`config.mk`:
```
export PLATFORM = sky130hd
export DESIGN_NAME = srbt_datapath
export DESIGN_NICKNAME = d
export VERILOG_FILES = /design/src/sv/srbt_pkg.sv /design/src/sv/srbt_datapath.sv
export SDC_FILE = /design/constraint.sdc
export NUM_CORES = 2
export LEC_CHECK = 0
export BUFFER_PORTS_ARGS = -buffer_cell sky130_fd_sc_hd__buf_2
export CAP_MARGIN = 20
export CORE_ASPECT_RATIO = 1.2
export CORE_MARGIN = 2
export CORE_UTILIZATION = 28
export CTS_BUF_LIST = sky130_fd_sc_hd__clkbuf_4
export CTS_CLUSTER_DIAMETER = 80
export DETAILED_ROUTE_END_ITERATION = 12
export GPL_ROUTABILITY_DRIVEN = 0
export SLEW_MARGIN = 20
export SYNTH_ARGS = -nofsm -noshare
export SYNTH_HDL_FRONTEND = slang
export SYNTH_SLANG_ARGS = --single-unit
```
`constraint.sdc`:
```
create_clock -name clk_i -period 5.06 [get_ports clk_i]
set_clock_uncertainty 0.05 [all_clocks]
set_input_delay 1.012 -clock clk_i [delete_from_list [all_inputs] [get_ports clk_i]]
set_output_delay 1.012 -clock clk_i [all_outputs]
set_load 0.01 [all_outputs]
```
`src/sv/srbt_pkg.sv`:
```
// Package for the scanout resource binding table: sizes, codes and the
// request and result payload types. No dependencies.
package srbt_pkg;

  localparam int unsigned ResourceSlots = 16;
  localparam int unsigned OutputCount   = 4;
  localparam int unsigned SlotW = $clog2(ResourceSlots);
  localparam int unsigned OutW  = (OutputCount > 1) ? $clog2(OutputCount) : 1;

  localparam logic [2:0] OP_PUBLISH = 3'd0;
  localparam logic [2:0] OP_DESTROY = 3'd1;
  localparam logic [2:0] OP_ASSIGN  = 3'd2;
  localparam logic [2:0] OP_SURFACE = 3'd3;
  localparam logic [2:0] OP_FLUSH   = 3'd4;

  localparam logic [1:0] KIND_STATUS  = 2'd0;
  localparam logic [1:0] KIND_RELEASE = 2'd1;
  localparam logic [1:0] KIND_PRESENT = 2'd2;

  localparam logic [2:0] ST_OK        = 3'd0;
  localparam logic [2:0] ST_INVALID   = 3'd1;
  localparam logic [2:0] ST_ALREADY   = 3'd2;
  localparam logic [2:0] ST_STALE     = 3'd3;
  localparam logic [2:0] ST_IO        = 3'd4;
  localparam logic [2:0] ST_NO_SPACE  = 3'd5;
  localparam logic [2:0] ST_NOT_FOUND = 3'd6;

  typedef struct packed {
    logic [2:0]  operation;
    logic [31:0] buffer_id;
    logic [31:0] generation;
    logic [7:0]  output_index;
    logic        surface_attach;
    logic        payload_valid;
    logic        import_ok;
    logic [31:0] import_handle;
    logic [15:0] rect_x;
    logic [15:0] rect_y;
    logic [15:0] rect_width;
    logic [15:0] rect_height;
  } req_t;

  typedef struct packed {
    logic [1:0]  result_kind;
    logic [2:0]  status;
    logic [31:0] handle;
    logic [7:0]  present_output;
    logic [31:0] surface_gen_out;
    logic [15:0] out_rect_x;
    logic [15:0] out_rect_y;
    logic [15:0] out_rect_width;
    logic [15:0] out_rect_height;
    logic        last;
  } res_t;

  // Controller to datapath commands.
  typedef struct packed {
    logic load_req;     // capture the request
    logic scan_clear;   // restart the slot scan
    logic scan_step;    // inspect one slot and advance
    logic out_clear;    // restart the output walk
    logic out_step;     // inspect one output and advance
    logic write_pub;    // commit a publish
    logic write_del;    // commit a destroy of the found slot
    logic write_asg;    // commit an assign
    logic write_srf;    // commit a set surface
  } cmd_t;

  // Datapath to controller status.
  typedef struct packed {
    logic scan_done;
    logic found;
    logic free_seen;
    logic out_done;
    logic out_hit;      // the output being walked is bound to the id
    logic out_live;     // and also attached
  } sts_t;

endpackage

```
`src/sv/srbt_datapath.sv`:
```
// Datapath of the binding table: slot and output stores, request register,
// scan and walk counters. Depends on srbt_pkg.
module srbt_datapath import srbt_pkg::*; (
  input  logic        clk_i,
  input  logic        rst_ni,
  input  req_t        req_i,
  input  cmd_t        cmd_i,
  output sts_t        sts_o,
  output req_t        req_o,
  output logic [31:0] slot_gen_o,
  output logic [31:0] slot_handle_o,
  output logic [OutW-1:0] out_idx_o,
  output logic [31:0] out_sgen_o,
  output logic [63:0] out_rect_o
);

  logic [ResourceSlots-1:0] occ_q;
  logic [31:0] id_q   [ResourceSlots];
  logic [31:0] gen_q  [ResourceSlots];
  logic [31:0] hdl_q  [ResourceSlots];
  logic [OutputCount-1:0] bound_q, attached_q;
  logic [31:0] obid_q [OutputCount];
  logic [63:0] rect_q [OutputCount];
  logic [31:0] sgen_q [OutputCount];

  req_t req_q;
  logic [SlotW:0] scan_q;
  logic [SlotW-1:0] hit_q, free_q;
  logic found_q, free_seen_q;
  logic [OutW:0] walk_q;

  logic [SlotW-1:0] scan_idx;
  logic [OutW-1:0] walk_idx, oi;
  logic [SlotW-1:0] tgt;

  assign scan_idx = scan_q[SlotW-1:0];
  assign walk_idx = walk_q[OutW-1:0];
  assign oi       = req_q.output_index[OutW-1:0];
  assign tgt      = found_q ? hit_q : free_q;

  always_ff @(posedge clk_i or negedge rst_ni) begin
    if (!rst_ni) begin
      occ_q       <= '0;
      bound_q     <= '0;
      attached_q  <= '0;
      scan_q      <= '0;
      walk_q      <= '0;
      hit_q       <= '0;
      free_q      <= '0;
      found_q     <= 1'b0;
      free_seen_q <= 1'b0;
      for (int i = 0; i < ResourceSlots; i++) begin
        id_q[i]  <= '0;
        gen_q[i] <= '0;
        hdl_q[i] <= '0;
      end
      for (int o = 0; o < OutputCount; o++) begin
        obid_q[o] <= '0;
        rect_q[o] <= '0;
        sgen_q[o] <= '0;
      end
    end else begin
      if (cmd_i.scan_clear) begin
        scan_q      <= '0;
        found_q     <= 1'b0;
        free_seen_q <= 1'b0;
      end else if (cmd_i.scan_step) begin
        scan_q <= scan_q + 1'b1;
        if (!found_q && occ_q[scan_idx] && id_q[scan_idx] == req_q.buffer_id) begin
          found_q <= 1'b1;
          hit_q   <= scan_idx;
        end
        if (!free_seen_q && !occ_q[scan_idx]) begin
          free_seen_q <= 1'b1;
          free_q      <= scan_idx;
        end
      end
      if (cmd_i.out_clear) begin
        walk_q <= '0;
      end else if (cmd_i.out_step) begin
        walk_q <= walk_q + 1'b1;
        // Destroy unbinds every output holding the id while walking.
        if (req_q.operation == OP_DESTROY && sts_o.out_hit) begin
          bound_q[walk_idx] <= 1'b0;
          obid_q[walk_idx]  <= '0;
          rect_q[walk_idx]  <= '0;
        end
      end
      if (cmd_i.write_pub) begin
        occ_q[tgt] <= 1'b1;
        id_q[tgt]  <= req_q.buffer_id;
        gen_q[tgt] <= req_q.generation;
        hdl_q[tgt] <= req_q.import_handle;
      end
      if (cmd_i.write_del) begin
        occ_q[hit_q] <= 1'b0;
        id_q[hit_q]  <= '0;
        gen_q[hit_q] <= '0;
        hdl_q[hit_q] <= '0;
      end
      if (cmd_i.write_asg) begin
        bound_q[oi] <= (req_q.buffer_id != '0);
        obid_q[oi]  <= req_q.buffer_id;
        rect_q[oi]  <= (req_q.buffer_id != '0) ?
                       {req_q.rect_height, req_q.rect_width, req_q.rect_y, req_q.rect_x} :
                       64'd0;
      end
      if (cmd_i.write_srf) begin
        attached_q[oi] <= req_q.surface_attach;
        sgen_q[oi]     <= req_q.surface_attach ? req_q.generation : 32'd0;
      end
    end
  end

  always_ff @(posedge clk_i) begin
    if (cmd_i.load_req) req_q <= req_i;
  end

  assign sts_o.scan_done = scan_q[SlotW];
  assign sts_o.found     = found_q;
  assign sts_o.free_seen = free_seen_q;
  assign sts_o.out_done  = (walk_q == (OutW+1)'(OutputCount));
  assign sts_o.out_hit   = !sts_o.out_done && bound_q[walk_idx] &&
                           obid_q[walk_idx] == req_q.buffer_id;
  assign sts_o.out_live  = sts_o.out_hit && attached_q[walk_idx];

  assign req_o         = req_q;
  assign slot_gen_o    = gen_q[hit_q];
  assign slot_handle_o = hdl_q[hit_q];
  assign out_idx_o     = walk_idx;
  assign out_sgen_o    = sgen_q[walk_idx];
  assign out_rect_o    = rect_q[walk_idx];

endmodule

```
==> flow_summary.yaml <==
run_status:
  outcome: "complete, no violations"
pwr:
  leakage_nw: 52.0
  peakVddDrop_mv: 0.241
  power_per_cell_area_nw_per_um2: 421
layout:
  num-nets-final: 10700
  layout_common_cells: "nand2_1, dfrtp_1, a21oi_1, clkbuf_4, mux4_2"
  final_area_um2: 121000
  layout_commonest_cell: "nand2_1"
  drive_above_1_share_pct: 22.6
  area_growth_pct: 18.6
logic_synthesis:
  synth_seq_cells: 2264
  synthesis.area_um2: 102000
  syn_avg_cell_area_um2: 10.5
  ys_seq_area_share_pct: 56.3
  synth_flop_cell: "dfrtp_1"
  syn_inst: 9759
  synthArstFlopShare_pct: 92.3
  yosys_warnings: 0
  synth.distinct_cells: 66
  synth_nets: 9949
  synth_edf_count: 174
setup_path:
  cp_max_fo: 73
  crit_top_cell: "mux4_2"
  path_cells: "buf_12 -> mux4_2 -> mux4_2 -> buf_2"
  worst_setup_path_start_kind: "flop"
  slowest_delay_ns: 0.61
  crit_type: "flop to output port"
  worst_path_max_delay_cell: "mux4_2"
  cp.required_ns: 4.00
  crit_path_end_kind: "output port"
  crit_arrival_ns: 3.93
timing:
  fmax_mhz: 200
  rsz0062_at_grt: "no"
  maxSlewHeadroom_pct: 19.6
  setup-tns-final_ns: 0
  worstMarginPinSlew_ns: 1.21
  final_hold_viol_count: 0
  finalSetupViolCount: 0
  layout_min_cycle_time_ns: 4.99
  maxSlewViolCount: 0
  whs_ns: 0.0952
  post-route-period-util_pct: 98.6
  fin_ws_ns: 0.0688
floorplanning:
  die_area_um2: 369000
  pin_count: 527
  die_x_um: 555
  die_h_um: 665
  core_um2: 362000
  start_util_pct: 28.2
  rows: 242
clocking:
  cts-root-buf: "clkbuf_4"
  clk_path_buf_depth: 4
  clk_pin_slew_ns: 0.07
  cts_tree: "yes"
  clkLatencyLatePin_ns: 1.58
  h-tree-depth: 6
  cts-buffers-inserted: 609
  cts.sinks: 2264
min_path:
  min_path_type: "input pin to flop"
detailed_routing:
  firstDrtPassIters: 6
  wl_per_cell_um: 24.9
  vias: 83000
  wl_um: 392000
  dr.first_iter.drc_count: 8853
  routed_via_density: 5.29
  drc_errors: 0
  ant_nets: 0
global_route:
  grt_first_pass_wirelength_um: 577000
  antenna_found_initial: 27
  grt_pass1_vias: 84300
  grt_max_degree: 130
  grt_use_total_pct: 20.8
  overflow: 0
place:
  post-place-ws_ns: 0.732
  hpwlAfterDp_um: 221000
  placed_area_um2: 110000
  io_buffers: 526
run:
  maxCapViolations: 0
==> per-layer routing <==
metal / vias up / global-route usage, % / share of wire (%)
met5: - / 0 / 0.020
met4: 14 / 8.41 / 3.9
met3: 970 / 4.94 / 9.9
met2: 4744 / 33.4 / 47
met1: 42100 / 26.7 / 39
li1: 35200 / - / -
==> registers in the layout, indices dropped and copies added (netlist names) <==
| signal | count |
|---|---|
| gen_q | 512 |
| id_q | 512 |
| hdl_q | 512 |
| obid_q | 128 |
| rect_q | 256 |
| hit_q | 4 |
| req_o | 174 |
| attached_q | 4 |
| sgen_q | 128 |
| occ_q | 16 |
| bound_q | 4 |
| found_q | 1 |
| scan_q | 5 |
| free_seen_q | 1 |
| free_q | 4 |
| walk_q | 3 |
==> where the power goes <==
part	switching [mW]	internal (mW)	leakage (nW)	total, mW
clock	8.36	8.53	4.60	16.9
combinational	5.16	4.63	17.9	9.78
sequential	2.34	21.9	29.5	24.3
==> cell usage after synthesis (all sizes together), types with 9 or more instances <==
| cell | n | share of area [%] |
|---|---|---|
| nand2 | 3333 | 12 |
| dfrtp | 2090 | 51 |
| a21oi | 1590 | 7.8 |
| clkbuf | 778 | 2.9 |
| mux4 | 567 | 13 |
| a22o | 289 | 2.5 |
| buf | 213 | 1.0 |
| edfxtp | 174 | 5.1 |
| nor2 | 169 | 0.62 |
| o21ai | 142 | 0.70 |
| mux2i | 116 | 1.1 |
| xnor2 | 60 | 0.51 |
| mux2 | 28 | 0.31 |
| nand4 | 17 | 0.11 |
| nand3 | 14 | 0.069 |
| nor4 | 14 | 0.092 |
| a22oi | 13 | 0.096 |
| inv | 13 | 0.048 |
| nor2b | 13 | 0.080 |
| nor3 | 11 | 0.065 |
| nand2b | 10 | 0.061 |
| nand3b | 10 | 0.074 |
| xor2 | 10 | 0.086 |
| o22ai | 9 | 0.055 |
==> cells by family (layout without fill, tap and decap cells) <==
group / Yosys count / in the layout / synth area share (%)
other cells: 0 / 15 / 0
fa+ha+maj: 5 / 5 / 0.0613
simple gates: 3618 / 3618 / 13.6
flops: 2264 / 2264 / 56.3
compound gates: 2087 / 2087 / 11.5
buf+inv: 1004 / 2174 / 3.92
xor+xnor: 70 / 70 / 0.601
mux: 711 / 711 / 14.0
==> worst max-delay path, delay by kind of cell, from the launching register on <==
kind                   cells  cell delay (ns)
buffers and inverters      2             0.64
DFF                        1             0.58
muxes                      2             1.08
==> worst paths after layout <==
check	start	end	slack, ns	cells past startpoint
max in group asynchronous	rst_ni	gen_q[410]$_DFF_PN0_	3.24	4
min in group asynchronous	rst_ni	hdl_q[240]$_DFF_PN0_	0.14	2
setup / recovery	hit_q[1]$_DFFE_PN0P_	slot_gen_o[16]	0.07	4
hold reg to reg	sgen_q[38]$_DFFE_PN0P_	sgen_q[38]$_DFFE_PN0P_	0.42	2
setup reg to reg	scan_q[3]$_DFFE_PN0P_	hit_q[0]$_DFFE_PN0P_	0.71	8
hold / removal	req_i[111]	req_o[111]$_DFFE_PP_	0.1	2
==> through the flow <==
| step | power (mW) | std cells | util (%) |
|---|---|---|---|
| after floorplan | 30.2 | 9759 | - |
| after global placement | 33.7 | 14300 | 30.3 |
| after detailed placement | 34.0 | 14300 | 30.3 |
| after CTS | 51.2 | 15700 | 33.4 |
| after global routing | 53.6 | 15700 | 33.4 |
| final | 50.9 | 15700 | 33.4 |
==> cell type report <==
| cell class | instances | area [µm²] |
|---|---|---|
| timing repair buffer | 1104 | 8610 |
| multi-input combinational | 6491 | 41100 |
| clock buffer | 890 | 6680 |
| tap | 4758 | 5950 |
| inverter | 13 | 48.8 |
| clock inverter | 167 | 1110 |
| sequential | 2264 | 57600 |
| antenna | 15 | 37.5 |
| fill | 36400 | 241000 |
==> repair_timing <==
item | in CTS | in global routing
cloned | 3 | 0
pin swaps | 1 | 3
hold buffers | 279 | 0
gates resized for setup | 13 | 5
setup buffers | 16 | 9
setup endpoints to repair | 114 | 2
endpoints found under the hold margin | 519 | 0
(Power assumes the default switching activity.)
