`src/sv/srbt_pkg.sv`:
```
// Package for the scanout resource binding table: sizes, codes and the
// request and result payload types. No dependencies.
package srbt_pkg;

  localparam int unsigned ResourceSlots = 16;
  localparam int unsigned OutputCount   = 4;
  localparam int unsigned SlotW = $clog2(ResourceSlots);
  localparam int unsigned OutW  = (OutputCount > 1) ? $clog2(OutputCount) : 1;

  localparam logic [2:0] OP_PUBLISH = 3'd0;
  localparam logic [2:0] OP_DESTROY = 3'd1;
  localparam logic [2:0] OP_ASSIGN  = 3'd2;
  localparam logic [2:0] OP_SURFACE = 3'd3;
  localparam logic [2:0] OP_FLUSH   = 3'd4;

  localparam logic [1:0] KIND_STATUS  = 2'd0;
  localparam logic [1:0] KIND_RELEASE = 2'd1;
  localparam logic [1:0] KIND_PRESENT = 2'd2;

  localparam logic [2:0] ST_OK        = 3'd0;
  localparam logic [2:0] ST_INVALID   = 3'd1;
  localparam logic [2:0] ST_ALREADY   = 3'd2;
  localparam logic [2:0] ST_STALE     = 3'd3;
  localparam logic [2:0] ST_IO        = 3'd4;
  localparam logic [2:0] ST_NO_SPACE  = 3'd5;
  localparam logic [2:0] ST_NOT_FOUND = 3'd6;

  typedef struct packed {
    logic [2:0]  operation;
    logic [31:0] buffer_id;
    logic [31:0] generation;
    logic [7:0]  output_index;
    logic        surface_attach;
    logic        payload_valid;
    logic        import_ok;
    logic [31:0] import_handle;
    logic [15:0] rect_x;
    logic [15:0] rect_y;
    logic [15:0] rect_width;
    logic [15:0] rect_height;
  } req_t;

  typedef struct packed {
    logic [1:0]  result_kind;
    logic [2:0]  status;
    logic [31:0] handle;
    logic [7:0]  present_output;
    logic [31:0] surface_gen_out;
    logic [15:0] out_rect_x;
    logic [15:0] out_rect_y;
    logic [15:0] out_rect_width;
    logic [15:0] out_rect_height;
    logic        last;
  } res_t;

  // Controller to datapath commands.
  typedef struct packed {
    logic load_req;     // capture the request
    logic scan_clear;   // restart the slot scan
    logic scan_step;    // inspect one slot and advance
    logic out_clear;    // restart the output walk
    logic out_step;     // inspect one output and advance
    logic write_pub;    // commit a publish
    logic write_del;    // commit a destroy of the found slot
    logic write_asg;    // commit an assign
    logic write_srf;    // commit a set surface
  } cmd_t;

  // Datapath to controller status.
  typedef struct packed {
    logic scan_done;
    logic found;
    logic free_seen;
    logic out_done;
    logic out_hit;      // the output being walked is bound to the id
    logic out_live;     // and also attached
  } sts_t;

endpackage

```
`src/sv/srbt_ctrl.sv`:
```
// Controller of the binding table: sequences each request and forms the
// result transactions. Depends on srbt_pkg.
module srbt_ctrl import srbt_pkg::*; (
  input  logic        clk_i,
  input  logic        rst_ni,
  input  logic        in_valid_i,
  output logic        in_ready_o,
  output logic        out_valid_o,
  input  logic        out_ready_i,
  output res_t        out_data_o,
  output cmd_t        cmd_o,
  input  sts_t        sts_i,
  input  req_t        req_i,
  input  logic [31:0] slot_gen_i,
  input  logic [31:0] slot_handle_i,
  input  logic [OutW-1:0] out_idx_i,
  input  logic [31:0] out_sgen_i,
  input  logic [63:0] out_rect_i
);

  typedef enum logic [2:0] {
    S_IDLE, S_DECODE, S_SCAN, S_DECIDE, S_WALK, S_EMIT, S_FINAL
  } state_e;

  state_e state_q;
  logic   pend_q;   // a result is waiting in the output register
  logic   pend_d;
  res_t   res_q;
  logic [2:0] st_q; // status saved for the closing transaction
  state_e after_q;  // where to go once a release is taken
  logic   wr_pub_q, wr_del_q, wr_asg_q, wr_srf_q;

  logic out_free;
  logic in_range, pub_bad;
  logic accept, present_now;

  assign out_free   = !pend_q || out_ready_i;
  assign in_ready_o = (state_q == S_IDLE) && out_free;
  assign out_valid_o = pend_q;
  assign out_data_o  = res_q;
  assign accept      = in_valid_i && in_ready_o;

  assign in_range = (req_i.output_index < 8'(OutputCount));
  assign pub_bad  = req_i.buffer_id == '0 || req_i.generation == '0 || !req_i.payload_valid;

  assign present_now = (state_q == S_WALK) && out_free && !sts_i.out_done &&
                       req_i.operation == OP_FLUSH && sts_i.out_live;

  function automatic res_t mk(input logic [1:0] k, input logic [2:0] s,
                              input logic [31:0] h);
    res_t r;
    r = '0;
    r.result_kind = k;
    r.status = s;
    r.handle = h;
    r.last = (k == KIND_STATUS);
    return r;
  endfunction

  function automatic res_t mk_present(input logic [31:0] h, input logic [OutW-1:0] idx,
                                      input logic [31:0] sg, input logic [63:0] rect);
    res_t r;
    r = '0;
    r.result_kind     = KIND_PRESENT;
    r.handle          = h;
    r.present_output  = 8'(idx);
    r.surface_gen_out = sg;
    {r.out_rect_height, r.out_rect_width, r.out_rect_y, r.out_rect_x} = rect;
    return r;
  endfunction

  always_comb begin
    cmd_o = '0;
    cmd_o.load_req   = accept;
    cmd_o.scan_clear = accept;
    cmd_o.scan_step  = (state_q == S_SCAN) && !sts_i.scan_done;
    cmd_o.out_clear  = accept;
    cmd_o.out_step   = (state_q == S_WALK) && out_free && !sts_i.out_done;
    cmd_o.write_pub  = wr_pub_q;
    cmd_o.write_del  = wr_del_q;
    cmd_o.write_asg  = wr_asg_q;
    cmd_o.write_srf  = wr_srf_q;
  end

  // The output register fills on a release, a present or the status, and
  // empties when the result side takes it.
  always_comb begin
    pend_d = pend_q && !out_ready_i;
    if (out_free && (state_q == S_EMIT || state_q == S_FINAL)) pend_d = 1'b1;
    if (present_now) pend_d = 1'b1;
  end

  always_ff @(posedge clk_i or negedge rst_ni) begin
    if (!rst_ni) begin
      state_q  <= S_IDLE;
      pend_q   <= 1'b0;
      res_q    <= '0;
      st_q     <= ST_OK;
      after_q  <= S_FINAL;
      wr_pub_q <= 1'b0;
      wr_del_q <= 1'b0;
      wr_asg_q <= 1'b0;
      wr_srf_q <= 1'b0;
    end else begin
      pend_q   <= pend_d;
      wr_pub_q <= 1'b0;
      wr_del_q <= 1'b0;
      wr_asg_q <= 1'b0;
      wr_srf_q <= 1'b0;
      unique case (state_q)
        S_IDLE: if (accept) state_q <= S_DECODE;
        S_DECODE: begin
          unique case (req_i.operation)
            OP_PUBLISH: begin
              if (pub_bad) begin st_q <= ST_INVALID; state_q <= S_FINAL; end
              else state_q <= S_SCAN;
            end
            OP_DESTROY, OP_FLUSH: begin
              if (req_i.buffer_id == '0 ||
                  (req_i.operation == OP_FLUSH && req_i.generation == '0)) begin
                st_q <= ST_INVALID; state_q <= S_FINAL;
              end else state_q <= S_SCAN;
            end
            OP_ASSIGN: begin
              if (!in_range) begin st_q <= ST_INVALID; state_q <= S_FINAL; end
              else if (req_i.buffer_id == '0) begin
                wr_asg_q <= 1'b1; st_q <= ST_OK; state_q <= S_FINAL;
              end else if (req_i.rect_width == '0 || req_i.rect_height == '0) begin
                st_q <= ST_INVALID; state_q <= S_FINAL;
              end else state_q <= S_SCAN;
            end
            OP_SURFACE: begin
              if (!in_range || (req_i.surface_attach && req_i.generation == '0)) begin
                st_q <= ST_INVALID;
              end else begin
                wr_srf_q <= 1'b1; st_q <= ST_OK;
              end
              state_q <= S_FINAL;
            end
            default: begin st_q <= ST_INVALID; state_q <= S_FINAL; end
          endcase
        end
        S_SCAN: if (sts_i.scan_done) state_q <= S_DECIDE;
        S_DECIDE: begin
          state_q <= S_FINAL;
          after_q <= S_FINAL;
          unique case (req_i.operation)
            OP_PUBLISH: begin
              if (sts_i.found && slot_gen_i >= req_i.generation) begin
                st_q <= (slot_gen_i == req_i.generation) ? ST_ALREADY : ST_STALE;
              end else if (!req_i.import_ok || req_i.import_handle == '0) begin
                st_q <= ST_IO;
                if (req_i.import_handle != '0) begin
                  res_q <= mk(KIND_RELEASE, ST_OK, req_i.import_handle);
                  state_q <= S_EMIT;
                end
              end else if (!sts_i.found && !sts_i.free_seen) begin
                st_q <= ST_NO_SPACE;
                res_q <= mk(KIND_RELEASE, ST_OK, req_i.import_handle);
                state_q <= S_EMIT;
              end else begin
                st_q <= ST_OK;
                wr_pub_q <= 1'b1;
                if (sts_i.found) begin
                  res_q <= mk(KIND_RELEASE, ST_OK, slot_handle_i);
                  state_q <= S_EMIT;
                end
              end
            end
            OP_DESTROY: begin
              if (!sts_i.found) st_q <= ST_NOT_FOUND;
              else begin
                st_q <= ST_OK;
                res_q <= mk(KIND_RELEASE, ST_OK, slot_handle_i);
                after_q <= S_WALK;
                state_q <= S_EMIT;
              end
            end
            OP_ASSIGN: begin
              if (!sts_i.found) st_q <= ST_NOT_FOUND;
              else begin st_q <= ST_OK; wr_asg_q <= 1'b1; end
            end
            default: begin
              if (!sts_i.found) st_q <= ST_NOT_FOUND;
              else if (slot_gen_i != req_i.generation) st_q <= ST_STALE;
              else begin st_q <= ST_OK; state_q <= S_WALK; end
            end
          endcase
        end
        S_EMIT: begin
          if (out_free) state_q <= after_q;
        end
        S_WALK: begin
          if (out_free) begin
            if (sts_i.out_done) begin
              // The release is delivered before the slot is cleared.
              if (req_i.operation == OP_DESTROY) wr_del_q <= 1'b1;
              state_q <= S_FINAL;
            end else if (present_now) begin
              res_q <= mk_present(slot_handle_i, out_idx_i, out_sgen_i, out_rect_i);
            end
          end
        end
        S_FINAL: begin
          if (out_free) begin
            res_q   <= mk(KIND_STATUS, st_q, 32'd0);
            state_q <= S_IDLE;
          end
        end
        default: state_q <= S_IDLE;
      endcase
    end
  end

`ifndef SYNTHESIS
  a_status_last: assert property (@(posedge clk_i) disable iff (!rst_ni)
    out_valid_o |-> (out_data_o.last == (out_data_o.result_kind == KIND_STATUS)))
    else $error("last flag disagrees with result kind");
  a_no_accept_busy: assert property (@(posedge clk_i) disable iff (!rst_ni)
    (state_q != S_IDLE) |-> !in_ready_o)
    else $error("request accepted while busy");
  a_one_write: assert property (@(posedge clk_i) disable iff (!rst_ni)
    $countones({cmd_o.write_pub, cmd_o.write_del, cmd_o.write_asg, cmd_o.write_srf}) <= 1)
    else $error("two store writes at once");
  a_final_idle: assert property (@(posedge clk_i) disable iff (!rst_ni)
    (state_q == S_FINAL && out_free) |=> (state_q == S_IDLE && pend_q))
    else $error("status transaction not issued");
`endif

endmodule

```
`config.mk`:
```
export PLATFORM = sky130hd
export DESIGN_NAME = srbt_ctrl
export DESIGN_NICKNAME = d
export VERILOG_FILES = /design/src/sv/srbt_pkg.sv /design/src/sv/srbt_ctrl.sv
export SDC_FILE = /design/constraint.sdc
export NUM_CORES = 1
export LEC_CHECK = 0
export ABC_AREA = 1
export BUFFER_PORTS_ARGS = -buffer_cell sky130_fd_sc_hd__buf_2
export CORE_AREA = 2 2 195 197
export DETAILED_ROUTE_END_ITERATION = 8
export DIE_AREA = 0 0 197 199
export PLACE_DENSITY_LB_ADDON = 0.3
export SKIP_CTS_REPAIR_TIMING = 1
export SYNTH_ARGS = -nofsm -noshare
export SYNTH_HDL_FRONTEND = slang
export SYNTH_SLANG_ARGS = --single-unit
```
`constraint.sdc`:
```
create_clock -name clk_i -period 2.6 [get_ports clk_i]
set_clock_uncertainty 0.15 [all_clocks]
set_input_delay 0.13 -clock clk_i [delete_from_list [all_inputs] [get_ports clk_i]]
set_output_delay 0.13 -clock clk_i [all_outputs]
set_load 0.005 [all_outputs]
```
==> results.yml <==
global_route:
  grt_usage: 0.198
  top_usage_layer: "met2"
  use_met2: 0.338
  grt_pass1_wl_mm: 61.0
  use_met1: 0.241
  antenna_found_initial: 3
  grt_pass1_vias: 11300
  grt_max_degree: 131
  grt-ovfl-total: 0
  met3_usage: 0.0471
power:
  p_sw_frac: 0.467
  clockPowerShare: 0.182
  intPower_mw: 7.41
  p_leak_nw: 9.02
  switchingPower_mw: 6.50
  power_frac_seq: 0.295
  peakVddDrop_mv: 0.477
  p_comb_frac: 0.523
  power.density_nw_per_um2: 908
layout:
  mostFrequentLayoutCell: "nand2_1"
  fin_nets: 2531
  mostFrequentLayoutCells: "810 x nand2_1, 462 x buf_2, 152 x dfrtp_1"
  fillers: 3804
  stdcell_area_sq_um: 15300
  synthToLayoutAreaGrowth_pct: 47.8
  drive_above_1_share: 0.259
floorplan:
  die-width_microns: 197
  io_pins: 499
  initial_core_util: 0.279
  die_y_microns: 199
  rows: 71
  die-area_sq_um: 39200
  fp.coreArea_sq_um: 37100
timing:
  tns_ps: 0
  rsz0062_at_grt: "false"
  setup_slack_ps: 254
  final-max-slew-violation-count: 0
  relSlewSlack: 0.464
  hold_viol: 18
  layout_worst_path_cycle_share: 0.902
  worst_hold_slack_ps: -25.1
  worst_pin_slew_ps: 804
  setup_viol: 0
  fmax_ghz: 0.426
  period_needed_ps: 2350
synth:
  syn_inst: 1582
  synth_nets: 1960
  yosysTopAreaCellShare: 0.370
  yosysTopAreaCell: "dfrtp_1"
  synth.distinct_cells: 36
  synth_area_leaders: "dfrtp_1 37%, nand2_1 29%, nand3_1 5.5%"
  syn-cell-area_sq_um: 10400
  yosysWarnings: 0
  ys_seq_area_frac: 0.372
  syn_avg_cell_area_sq_um: 6.55
  synth_seq_cells: 154
drt:
  firstDrtPassIters: 7
  num_vias: 12500
  drc_errors: 0
  routed_wl_mm: 40.9
  first_iter_violations: 649
  ant_nets: 0
  wl_per_cell_microns: 15.5
  avgViaCountPerCell: 4.72
cts:
  clk_pin_slew_ps: 70
  cts_tree: "done"
  clockBufferDepth: 2
  root_buffer: "clkbuf_16"
  cts_made_buffers: 17
  clock_latency_ps: 450
  cts_sinks: 154
  htreeDepth: 4
critical_path:
  start_kind: "flop"
  cp_data_required_time_ps: 2760
  cp.arrival_ps: 2500
  crit_path_end_kind: "flop"
  critical_path_class: "flop to flop"
  critPathMaxFanout: 55
place:
  portBuffers: 463
  gp_congestion: 0.860
  hpwl_mm: 28.5
  placed_area_sq_um: 13300
  place_ws_ps: 128
hold_path:
  hold_class: "input pin to flop"
flow_run:
  cap_viol_max_count: 0
outcome:
  outcome: "complete, but fails checks"
  violations: "hold timing"
per-stage QoR:
stage          power, mW  std cells  utilization
2_1_floorplan       8.24       1582            -
3_3_place_gp        11.2       2469        0.359
3_5_place_dp        11.3       2469        0.359
4_1_cts             13.9       2501        0.374
5_1_grt             15.1       2643        0.412
6_report            13.9       2644        0.412
cells by family after synthesis:
family,after synthesis,synth area share
AO/OA/AOI/OAI,50,0.0277
AND/OR/NAND/NOR,1118,0.446
flip-flops,154,0.372
multiplexers,32,0.0309
buffers and inverters,196,0.0849
adder cells (fa/ha/maj),32,0.0387
power by group through the flow:
stage	Sequential, mW	Combinational, mW	Clock (mW)
6_report	4.10	7.28	2.53
2_1_floorplan	4.04	4.20	0
3_3_place_gp	4.10	7.08	0
5_1_grt	4.22	8.16	2.71
4_1_cts	4.10	7.16	2.61
3_5_place_dp	4.11	7.16	0
layout make-up:
type / count / area [sq um] / share of cell area
Multi-Input combinational cell: 1232 / 5640 / 0.368
Timing Repair Buffer: 652 / 4270 / 0.279
Sequential cell: 154 / 3860 / 0.252
Tap cell: 474 / 593 / 0.0387
Clock buffer: 17 / 425 / 0.0278
Inverter: 96 / 367 / 0.0239
Clock inverter: 15 / 148 / 0.00964
Antenna cell: 4 / 10.0 / 0.000654
critical path: stages, from the launching register on:
cell and delay [ps]:
dfrtp_1 420, inv_1 100, nand3_1 180, nand2_2 160, clkinv_2 80, a21oi_1 160
nand3_1 90, nor2_1 160, nand2_4 130, inv_4 130, buf_12 240, a21boi_0 160
state kept, by name, summed over array words and instances, names as in the netlist:
| register | count |
|---|---|
| state_q | 3 |
| wr_del_q | 1 |
| wr_pub_q | 1 |
| after_q | 1 |
| out_data_o | 142 |
| wr_srf_q | 1 |
| st_q | 3 |
| out_valid_o | 1 |
| wr_asg_q | 1 |
per-layer routing:
metal,up-vias,routed length [microns],part of all wire
met3,78,2750,0.067
met4,0,1260,0.031
met5,-,0,0
met2,516,20000,0.49
li1,6164,-,-
met1,5721,16800,0.41
worst paths after layout:
check / from / to / slack [ps] / depth (start not counted)
worst max register to register: state_q[0]$_DFFE_PN0P_ / out_data_o[101]$_DFFE_PN0P_ / 250 / 11
worst min register to register: after_q[1]$_DFFE_PN1P_ / after_q[1]$_DFFE_PN1P_ / 320 / 2
worst min-delay path: req_i[87] / out_data_o[128]$_DFFE_PN0P_ / -30 / 7
worst max-delay path: state_q[0]$_DFFE_PN0P_ / out_data_o[101]$_DFFE_PN0P_ / 250 / 11
min in group asynchronous: rst_ni / out_data_o[97]$_DFFE_PN0P_ / 70 / 2
max in group asynchronous: rst_ni / after_q[1]$_DFFE_PN1P_ / 1490 / 3
synthesized netlist by cell type (all sizes together):
library cell / instances
nand2b: 1
nor3: 11
clkinv: 1
and2: 1
buf: 51
nand2: 815
nand3: 115
nor4: 6
o211ai: 4
o21ai: 14
a21boi: 5
nor3b: 1
dfrtp: 153
o21a: 1
o21bai: 1
a21o: 2
ha: 32
clkbuf: 49
inv: 95
o22ai: 1
mux2i: 32
nand4: 84
a21oi: 20
dfstp: 1
a31oi: 2
nor2: 84
No activity file was read; power rests on OpenSTA's default activity.
